==> config.mk <==
export PLATFORM = sky130hd
export DESIGN_NAME = midi_track_event_parser_unit
export DESIGN_NICKNAME = d
export VERILOG_FILES = /design/src/sv/mtep_pkg.sv /design/src/sv/mtep_decode.sv /design/src/sv/mtep_out_q.sv /design/src/sv/midi_track_event_parser_unit.sv
export SDC_FILE = /design/constraint.sdc
export NUM_CORES = 1
export LEC_CHECK = 0
export BUFFER_PORTS_ARGS = -buffer_cell sky130_fd_sc_hd__buf_2
export CAP_MARGIN = 30
export CORE_AREA = 2 2 140 142
export CTS_BUF_LIST = sky130_fd_sc_hd__clkbuf_4
export CTS_CLUSTER_SIZE = 24
export DETAILED_ROUTE_END_ITERATION = 10
export DIE_AREA = 0 0 142 144
export GPL_TIMING_DRIVEN = 0
export PLACE_DENSITY = 0.56
export SLEW_MARGIN = 20
export SYNTH_ARGS = -nofsm -noshare
export SYNTH_HDL_FRONTEND = slang
export SYNTH_SLANG_ARGS = --single-unit
export TNS_END_PERCENT = 5
==> constraint.sdc <==
create_clock -name clk -period 6.6 [get_ports clk]
set_input_delay 1.32 -clock clk [delete_from_list [all_inputs] [get_ports clk]]
set_output_delay 1.32 -clock clk [all_outputs]
set_load 0.1 [all_outputs]
==> src/sv/mtep_pkg.sv <==
// ----------------------------------------------------------------------------
// mtep_pkg: shared types and constants of the MIDI track event parser
// Result word layout, event kind codes and default widths.
// ----------------------------------------------------------------------------
`timescale 1ns / 1ps
`default_nettype none

package mtep_pkg;

  // Width of the delta time field in a result word
  localparam int DELTA_OUT_W = 28;

  // Default width of the delta time accumulator
  localparam int DELTA_BITS_DEFAULT = 28;

  // Event kind codes
  localparam logic [1:0] KIND_NOTE_ON  = 2'd0;
  localparam logic [1:0] KIND_NOTE_OFF = 2'd1;
  localparam logic [1:0] KIND_ONE_DATA = 2'd2;
  localparam logic [1:0] KIND_TWO_DATA = 2'd3;

  // Upper status nibbles with special handling
  localparam logic [3:0] STAT_NOTE_OFF = 4'h8;
  localparam logic [3:0] STAT_NOTE_ON  = 4'h9;
  localparam logic [3:0] STAT_PROGRAM  = 4'hC;
  localparam logic [3:0] STAT_PRESSURE = 4'hD;

  // One decoded event
  typedef struct packed {
    logic [1:0]             kind;
    logic [3:0]             status_high;
    logic [3:0]             channel;
    logic [7:0]             first_data;
    logic [7:0]             second_data;
    logic [DELTA_OUT_W-1:0] delta_time;
  } result_t;

endpackage

`default_nettype wire

==> src/sv/mtep_decode.sv <==
// ----------------------------------------------------------------------------
// mtep_decode: byte-wise event decoder
// Holds the parse state and turns each accepted byte into a state update and,
// when an event completes, one result word.
// ----------------------------------------------------------------------------
`timescale 1ns / 1ps
`default_nettype none

module mtep_decode #(
  parameter int DELTA_BITS = mtep_pkg::DELTA_BITS_DEFAULT
) (
  input  wire logic              clk,
  input  wire logic              rst,
  input  wire logic              accept,
  input  wire logic [7:0]        data_byte,
  input  wire logic              track_start,
  output logic                   push,
  output mtep_pkg::result_t      result
);

  // Parse phases
  localparam logic [1:0] PH_DELTA  = 2'd0;
  localparam logic [1:0] PH_STATUS = 2'd1;
  localparam logic [1:0] PH_FIRST  = 2'd2;
  localparam logic [1:0] PH_SECOND = 2'd3;

  logic [1:0]            phase, phase_next;
  logic [DELTA_BITS-1:0] acc, acc_next;
  logic [7:0]            run_status, run_status_next;
  logic [7:0]            held, held_next;

  // State as seen by this byte: a track start clears it first
  logic [1:0]            phase_eff;
  logic [DELTA_BITS-1:0] acc_eff;
  logic [7:0]            rs_eff;
  logic [7:0]            held_eff;
  logic                  one_data;
  logic                  emit;
  logic [7:0]            emit_first, emit_second;
  logic [1:0]            kind;

  always_comb begin
    phase_eff = track_start ? PH_DELTA : phase;
    acc_eff   = track_start ? '0 : acc;
    rs_eff    = track_start ? 8'h00 : run_status;
    held_eff  = track_start ? 8'h00 : held;
  end

  // Kind of the status in force
  always_comb begin
    case (rs_eff[7:4])
      mtep_pkg::STAT_NOTE_ON:  kind = mtep_pkg::KIND_NOTE_ON;
      mtep_pkg::STAT_NOTE_OFF: kind = mtep_pkg::KIND_NOTE_OFF;
      mtep_pkg::STAT_PROGRAM,
      mtep_pkg::STAT_PRESSURE: kind = mtep_pkg::KIND_ONE_DATA;
      default:                 kind = mtep_pkg::KIND_TWO_DATA;
    endcase
    one_data = (kind == mtep_pkg::KIND_ONE_DATA);
  end

  // Per-byte step
  always_comb begin
    phase_next      = phase_eff;
    acc_next        = acc_eff;
    run_status_next = rs_eff;
    held_next       = held_eff;
    emit            = 1'b0;
    emit_first      = data_byte;
    emit_second     = 8'h00;
    case (phase_eff)
      PH_DELTA: begin
        acc_next = DELTA_BITS'({acc_eff, data_byte[6:0]});
        if (!data_byte[7]) phase_next = PH_STATUS;
      end
      PH_STATUS: begin
        if (data_byte[7]) begin
          run_status_next = data_byte;
          phase_next      = PH_FIRST;
        end else if (rs_eff[7]) begin
          // data under running status counts as first data
          if (one_data) begin
            emit = 1'b1;
          end else begin
            held_next  = data_byte;
            phase_next = PH_SECOND;
          end
        end
        // data with no status yet is dropped
      end
      PH_FIRST: begin
        if (one_data) begin
          emit = 1'b1;
        end else begin
          held_next  = data_byte;
          phase_next = PH_SECOND;
        end
      end
      default: begin
        emit        = 1'b1;
        emit_first  = held_eff;
        emit_second = data_byte;
      end
    endcase
    if (emit) begin
      acc_next   = '0;
      phase_next = PH_DELTA;
    end
  end

  // Result word
  always_comb begin
    push               = accept && emit;
    result.kind        = kind;
    result.status_high = rs_eff[7:4];
    result.channel     = rs_eff[3:0];
    result.first_data  = emit_first;
    result.second_data = emit_second;
    result.delta_time  = mtep_pkg::DELTA_OUT_W'(acc_eff);
  end

  // State registers
  always_ff @(posedge clk) begin
    if (rst) begin
      phase      <= PH_DELTA;
      acc        <= '0;
      run_status <= 8'h00;
      held       <= 8'h00;
    end else if (accept) begin
      phase      <= phase_next;
      acc        <= acc_next;
      run_status <= run_status_next;
      held       <= held_next;
    end
  end

  // Checks
  a_push_on_accept: assert property (@(posedge clk) disable iff (rst)
    push |-> accept)
    else $error("result pushed without an accepted word");

  a_emit_clears: assert property (@(posedge clk) disable iff (rst)
    push |=> (phase == PH_DELTA) && (acc == '0))
    else $error("event did not clear delta state");

  a_status_seen: assert property (@(posedge clk) disable iff (rst)
    (phase == PH_FIRST || phase == PH_SECOND) |-> run_status[7])
    else $error("data phase without a status in force");

endmodule

`default_nettype wire

==> src/sv/mtep_out_q.sv <==
// ----------------------------------------------------------------------------
// mtep_out_q: two-entry result queue
// Output register plus skid slot, so the decoder keeps taking words while a
// result waits on a stalled consumer.
// ----------------------------------------------------------------------------
`timescale 1ns / 1ps
`default_nettype none

module mtep_out_q (
  input  wire logic              clk,
  input  wire logic              rst,
  input  wire logic              push,
  input  wire mtep_pkg::result_t push_data,
  output logic                   full,
  output logic                   out_valid,
  input  wire logic              out_stall,
  output mtep_pkg::result_t      out_data
);

  mtep_pkg::result_t slot [2];
  logic       wr_ptr;
  logic       rd_ptr;
  logic [1:0] count;
  logic       pop;

  assign pop       = out_valid && !out_stall;
  assign out_valid = (count != 2'd0);
  assign full      = (count == 2'd2);
  assign out_data  = slot[rd_ptr];

  // Pointers and fill count
  always_ff @(posedge clk) begin
    if (rst) begin
      wr_ptr <= 1'b0;
      rd_ptr <= 1'b0;
      count  <= 2'd0;
    end else begin
      if (push) wr_ptr <= ~wr_ptr;
      if (pop)  rd_ptr <= ~rd_ptr;
      count <= count + {1'b0, push} - {1'b0, pop};
    end
  end

  // Payload slots
  always_ff @(posedge clk) begin
    if (push) slot[wr_ptr] <= push_data;
  end

  // Checks
  a_no_overflow: assert property (@(posedge clk) disable iff (rst)
    !(push && full))
    else $error("push into full result queue");

  a_count_range: assert property (@(posedge clk) disable iff (rst)
    count != 2'd3)
    else $error("result queue count out of range");

  a_last_pop: assert property (@(posedge clk) disable iff (rst)
    (count == 2'd1 && pop && !push) |=> !out_valid)
    else $error("queue still valid after last word left");

endmodule

`default_nettype wire

==> src/sv/midi_track_event_parser_unit.sv <==
// ----------------------------------------------------------------------------
// midi_track_event_parser_unit: MIDI track event parser
// Decodes track body bytes into events with delta time, status and data.
// ----------------------------------------------------------------------------
// Channel  Dir  Handshake            Word
// in       in   in_valid/in_stall    data_byte, track_start
// out      out  out_valid/out_stall  event_kind, status_high, channel,
//                                    first_data, second_data, delta_time
//
// One input word per cycle while in_stall is low; a result is registered
// in the queue the cycle after its final byte; older results leave first.
// The in channel stalls only when both result queue slots hold words.
// Reset (rst, synchronous) empties the queue and clears the parse state.
// ----------------------------------------------------------------------------
`timescale 1ns / 1ps
`default_nettype none

module midi_track_event_parser_unit #(
  parameter int DELTA_BITS = mtep_pkg::DELTA_BITS_DEFAULT
) (
  input  wire logic                             clk,
  input  wire logic                             rst,
  input  wire logic                             in_valid,
  output logic                                  in_stall,
  input  wire logic [7:0]                       data_byte,
  input  wire logic                             track_start,
  output logic                                  out_valid,
  input  wire logic                             out_stall,
  output logic [1:0]                            event_kind,
  output logic [3:0]                            status_high,
  output logic [3:0]                            channel,
  output logic [7:0]                            first_data,
  output logic [7:0]                            second_data,
  output logic [mtep_pkg::DELTA_OUT_W-1:0]      delta_time
);

  logic              accept;
  logic              push;
  logic              full;
  mtep_pkg::result_t push_data;
  mtep_pkg::result_t out_data;

  assign in_stall = full;
  assign accept   = in_valid && !in_stall;

  mtep_decode #(
    .DELTA_BITS (DELTA_BITS)
  ) u_decode (
    .clk         (clk),
    .rst         (rst),
    .accept      (accept),
    .data_byte   (data_byte),
    .track_start (track_start),
    .push        (push),
    .result      (push_data)
  );

  mtep_out_q u_out_q (
    .clk       (clk),
    .rst       (rst),
    .push      (push),
    .push_data (push_data),
    .full      (full),
    .out_valid (out_valid),
    .out_stall (out_stall),
    .out_data  (out_data)
  );

  // Unpack result word onto the ports
  assign event_kind  = out_data.kind;
  assign status_high = out_data.status_high;
  assign channel     = out_data.channel;
  assign first_data  = out_data.first_data;
  assign second_data = out_data.second_data;
  assign delta_time  = out_data.delta_time;

endmodule

`default_nettype wire
# == Word level (Yosys, flattened, before mapping) ==
# Memory sizes are Yosys's and may differ from the RTL's. A register that Yosys moved wholly into a read port is not among the register bits.
# Index checks and enable logic that the tools add are counted.
# Widths: inputs -> output; s select.
# op_classes
eq_ne,8
n_mul,0
shift,0
add_sub_neg,2
order_cmp,0
mux,30
n_bitwise,2
reduce_logical,9
n_div,0
# ops
op,n
$mux 28,3
$mux 8,10
$eq 4x4->1 const B,4
$pmux 8 s2,1
$mux 2,6
$pmux 2 s3,2
$mux 1,7
$eq 2x2->1 const B,3
$logic_and 1x1->1,3
$pmux 1 s3,1
$reduce_or 3->1,1
$add 2x1->2,1
$eq 2x1->1 const B,1
$logic_not 1->1,2
$logic_not 2->1,1
$not 1->1,2
$reduce_bool 2->1,1
$reduce_or 2->1,1
$sub 2x1->2,1
# totals
out_inout_bits,56
romBits,0
inputBits,13
ff_bits,50
n_memories,1
ramBits,108
elab_cells,59
latchBits,0
# memory_table
name,depth,word_bits,read_ports,rd_clocked_by_memory_dff,write_ports,line,rtl
u_out_q.slot,2,54,1,1,1,mtep_out_q.sv:20,mtep_pkg::result_t slot [2];

# == Logic depth before layout (Yosys ltp) ==
# logic_depth
ltp_word,12
depth_mapped,13

# == Hierarchy ==
# From an unflattened synthesis, not the netlist that was laid out.
# hier_totals
cells_unflattened,480
hier_area_um2,6861.6
# by_module_without_submodules
module,area_each_um2,seq_area_each_um2,cells_each,instances
mtep_out_q,4396.7,3343.2,191,1
mtep_decode,2451.1,920.9,288,1
midi_track_event_parser_unit,13.8,0.0,1,1

# == Least setup slack after synthesis ==
# Ideal clock, no wire load.
# synth_path
kind,input port to flip-flop
from,input port track_start
to,memory u_out_q.slot[0][0] (netlist name) (enable)
cell_stages,10
arrival_ps,5316
setup_ps,472
path_slack_ps,812
cell_sequence,buf_6 buf_2 clkbuf_1 nor2b_1 inv_1 ha_1 nor2b_1 o21ai_2 a21oi_2 nor2b_1
# synth_via
elab_chain_cells,12
word_cells_on_any_way,19
# synth_lines
item,line,rtl
start: declaration,midi_track_event_parser_unit.sv:26,"input wire logic track_start,"
$mux 8,mtep_decode.sv:45,rs_eff = track_start ? 8'h00 : run_status;
$eq 4x4->1,mtep_decode.sv:51,case (rs_eff[7:4])
$reduce_or 2->1,mtep_decode.sv:51,
$pmux 2 s3,mtep_decode.sv:51,
$eq 2x2->1,mtep_decode.sv:58,one_data = (kind == mtep_pkg::KIND_ONE_DATA);
$mux 1,"mtep_decode.sv:81, mtep_decode.sv:91",
$mux 1,mtep_decode.sv:79,end else if (rs_eff[7]) begin
$mux 1,mtep_decode.sv:76,if (data_byte[7]) begin
$pmux 1 s3 *,mtep_decode.sv:70,case (phase_eff)
$logic_and 1x1->1 *,mtep_decode.sv:112,push = accept && emit;
$mux 1 *,mtep_out_q.sv:46,if (push) slot[wr_ptr] <= push_data;
$mux 1 (not written as such) *,mtep_out_q.sv:46,
end: declaration,mtep_out_q.sv:20,
# Mark *: on every way between the ends. The rest lies on a longest branch, timed or not.

# == Final worst setup path ==
# layout_path
from,input port track_start
to,memory u_out_q.slot[0][53] (netlist name) (enable)
# Same word-level chain as after synthesis.

==> metrics.txt <==
worst endpoint data arrival time=4.43 ns; Layout Nets=549; minimum clock period=4.17 ns; worst-skew pair later-pin latency=between 0.5 and 0.6 ns; Clk pwr share=27.7%; most used routing layer=met2; maximum buffer depth of the clock tree=2; summed negative setup slack over all endpoints=0 ns; worst hold slack after final layout=0.485 ns; count of endpoints failing setup in the final report=0; Worst path max stage delay=about 0.66 ns; routing usage on met1=about 17%; EDFF count, synth=between 100 and 150; buffers inserted during post-CTS setup optimization=0; input/output buffers=65; cell-internal power=1.45 mW; Leakage Power=2.69 nW; crit-path max FO=21; Initial Util=34.1%; unique cell type count in the Yosys netlist=50; slowest library cell on the worst path=nor2b_4; placeable core area=19100 µm²; most common library cell in the layout ignoring fill and taps=edfxtp_1; share of final-layout standard cells stronger than drive strength 1=34.3%; count of final hold-check violations=0; Total Wirelength=about 14000 µm; primary flip-flop cell chosen by synthesis mapping=edfxtp_1; number of design rule violations left after detail routing=0; iteration count of the initial detailed-routing pass=4; number of DRC markers after the initial detailed-route iteration=282; Sinks on Clock Net=between 150 and 200; final slew viol count=0; Worst Setup Path Type=in2reg; post-synthesis area per instance=14.7 µm²; sequential cell area fraction in the yosys report=65.6%; critical path required time=6.86 ns; total power density per cell area=about 300 nW/µm²; number of fill cells in the layout=1783; overall fraction of global-route tracks in use=between 10% and 20%; Buf+Inv Stages, Crit Path=5; total overflow reported by the global router=0; reported max-cap violation count=0; CTS buffer count=17; vias post-DR=3891; wire length per cell after detailed routing=17.5 µm; Die Span X=around 140 µm; Resized Gates After CTS=0; cell family with the largest share of critical-path delay=buffers and inverters; final weighted congestion in routability-driven placement=0.845; std cell rows=51; Tcrit/Tclk final=approximately 63%; area added between synthesis and finish=15.6%; global-route wire length before repair=21600 µm; H-Tree Level Count=4; Net Sw Frac=34.9%; Psw=between 700 and 800 µW; Clock Root Buffer=clkbuf_4; via count of the first global-routing pass=3972; Yosys warnings=0; transition time at the pin with the least slew margin=0.809 ns; Highest Clock Rate=240 MHz; residual antenna-violating net count after detailed routing=0; startpoint kind of the worst setup timing path=input pin; clock slew at reported path FFs=around 0.12 ns; VDD IR max=0.0903 mV; number of top-level pins=69; endpoint kind of the worst setup timing path=flop; sequential fraction of design power=48.1%; number of standard cells after synthesis=442; netlist area before placement=6500 µm²; synthesized flop and latch total=between 150 and 200; DIE AREA=20400 µm²; met2 routing resource usage after global routing=23.1%; Tightest Hold Check Type=reg2reg; most used cells in the layout excluding fill and tap cells=edfxtp_1 (108), buf_2 (66), mux2_2 (62), dfxtp_1 (51), nor2b_1 (48); unrepaired setup endpoints after global routing=no; number of vias per cell after detailed routing=4.98; number of buffers inserted for hold repair after clock tree synthesis=0; GR Layer Usage met3=4.04%; CTS tree=yes; number of nets in the synthesized netlist=between 400 and 500; initial antenna violation count=1; Max Clock Skew=0.0148 ns; DP Wirelength=9410 µm; most frequent cell on the critical path=nor2b_1; maximum number of pins on one net before global-route repair=37; Critical Path, Cell by Cell=buf_6 -> buf_2 -> clkbuf_1 -> nor2b_1 -> inv_1 -> ha_1 -> nor2b_1 -> o21ai_2 -> a21oi_2 -> nor2b_4 -> buf_16; Chip Height=144 µm; worst slew margin relative to its limit=46.1%; fraction of synthesis flops using an asynchronous set or reset pin=0%; outcome=completed; combinational share of power=24.2%
==> stage by stage <==
stage                     power (mW)  util, %  instances  instance area, µm²  worst slack [ns]
after global placement          1.63     37.4        745                7130             -1.36
final                           2.23     39.4        781                7520              2.43
after floorplan                 1.56        -        442                6500             0.812
after global routing            2.30     39.4        781                7520              2.18
after CTS                       2.25     39.4        780                7520              2.42
after detailed placement        1.64     37.8        748                7210              1.82
==> state kept, by name, indices dropped and copies added (netlist names), named ones only <==
name,flops
u_out_q.slot,108
u_decode.acc,28
u_decode.held,8
u_decode.run_status,8
u_decode.phase,2
u_out_q.count,2
u_out_q.rd_ptr,1
u_out_q.wr_ptr,1
==> final timing paths <==
path / from / end / slack [ns] / depth (start not counted)
max: track_start / u_out_q.slot[0][53]$_DFFE_PP_ / 2.43 / 11
min: u_decode.acc[3]$_SDFFE_PP0P_ / u_decode.acc[3]$_SDFFE_PP0P_ / 0.49 / 1
max reg2reg: u_decode.phase[1]$_SDFFE_PP0P_ / u_out_q.slot[0][53]$_DFFE_PP_ / 3.73 / 8
min reg2reg: u_decode.acc[3]$_SDFFE_PP0P_ / u_decode.acc[3]$_SDFFE_PP0P_ / 0.49 / 1
==> cell usage after synthesis (2+ instances only) <==
| cell | number | share of area, % |
|---|---|---|
| nand3b_1 | 2 | 0.23 |
| a31o_2 | 7 | 0.94 |
| and2_1 | 9 | 0.87 |
| xnor2_1 | 2 | 0.27 |
| nand2_1 | 6 | 0.35 |
| and2b_1 | 2 | 0.23 |
| nor2_1 | 13 | 0.75 |
| a32o_1 | 7 | 1.1 |
| buf_1 | 4 | 0.23 |
| nor4_4 | 2 | 0.65 |
| ha_1 | 7 | 1.3 |
| o32ai_1 | 2 | 0.27 |
| a22oi_1 | 8 | 0.92 |
| a31oi_1 | 3 | 0.29 |
| clkbuf_1 | 12 | 0.69 |
| nor2b_1 | 49 | 4.7 |
| mux2_2 | 62 | 11 |
| or3_1 | 2 | 0.19 |
| nand2b_1 | 4 | 0.38 |
| buf_6 | 6 | 1.0 |
| edfxtp_1 | 108 | 50 |
| inv_1 | 11 | 0.63 |
| a22o_1 | 27 | 3.6 |
| o21ai_0 | 4 | 0.31 |
| dfxtp_1 | 51 | 16 |
| a21oi_1 | 6 | 0.46 |
| nor3_1 | 3 | 0.23 |
==> cell type report <==
| type | instances | area [µm²] | share of cell area, % |
|---|---|---|---|
| buffer | 24 | 138 | 1.83 |
| inverter | 12 | 45.0 | 0.599 |
| sequential | 159 | 4260 | 56.7 |
| antenna | 1 | 2.50 | 0.0333 |
| tap | 238 | 298 | 3.96 |
| multi-input combinational | 247 | 2070 | 27.5 |
| clock buffer | 19 | 143 | 1.90 |
| clock inverter | 13 | 164 | 2.18 |
| timing repair buffer | 68 | 400 | 5.32 |
==> logic make-up (layout without fill, tap and decap cells) <==
logic type                 Yosys count  after routing  share of synthesized area (%)
DFF                                159            159                           65.6
and+or+nand+nor                    101            101                           9.81
AOI/OAI and AO/OA                   74             74                           9.33
muxes                               62             62                           10.7
buffers and inverters               36            136                           2.81
adders and majority gates            7              7                           1.35
xor gates and xnor gates             3              3                          0.404
other                                0              1                              0
==> power by group through the flow <==
stage	Clock, mW	Combinational, mW	Sequential (mW)
after floorplan	0	0.464	1.09
after global placement	0	0.540	1.09
after detailed placement	0	0.542	1.09
after CTS	0.633	0.544	1.07
after global routing	0.666	0.563	1.07
final	0.618	0.539	1.07
==> routing by layer <==
metal | share of wire (%) | vias up
li1 | - | 1841
met1 | 44 | 1920
met2 | 49 | 117
met3 | 5.8 | 13
met4 | 1.6 | 0
met5 | 0 | -
Power figures use the tool's default switching activity.
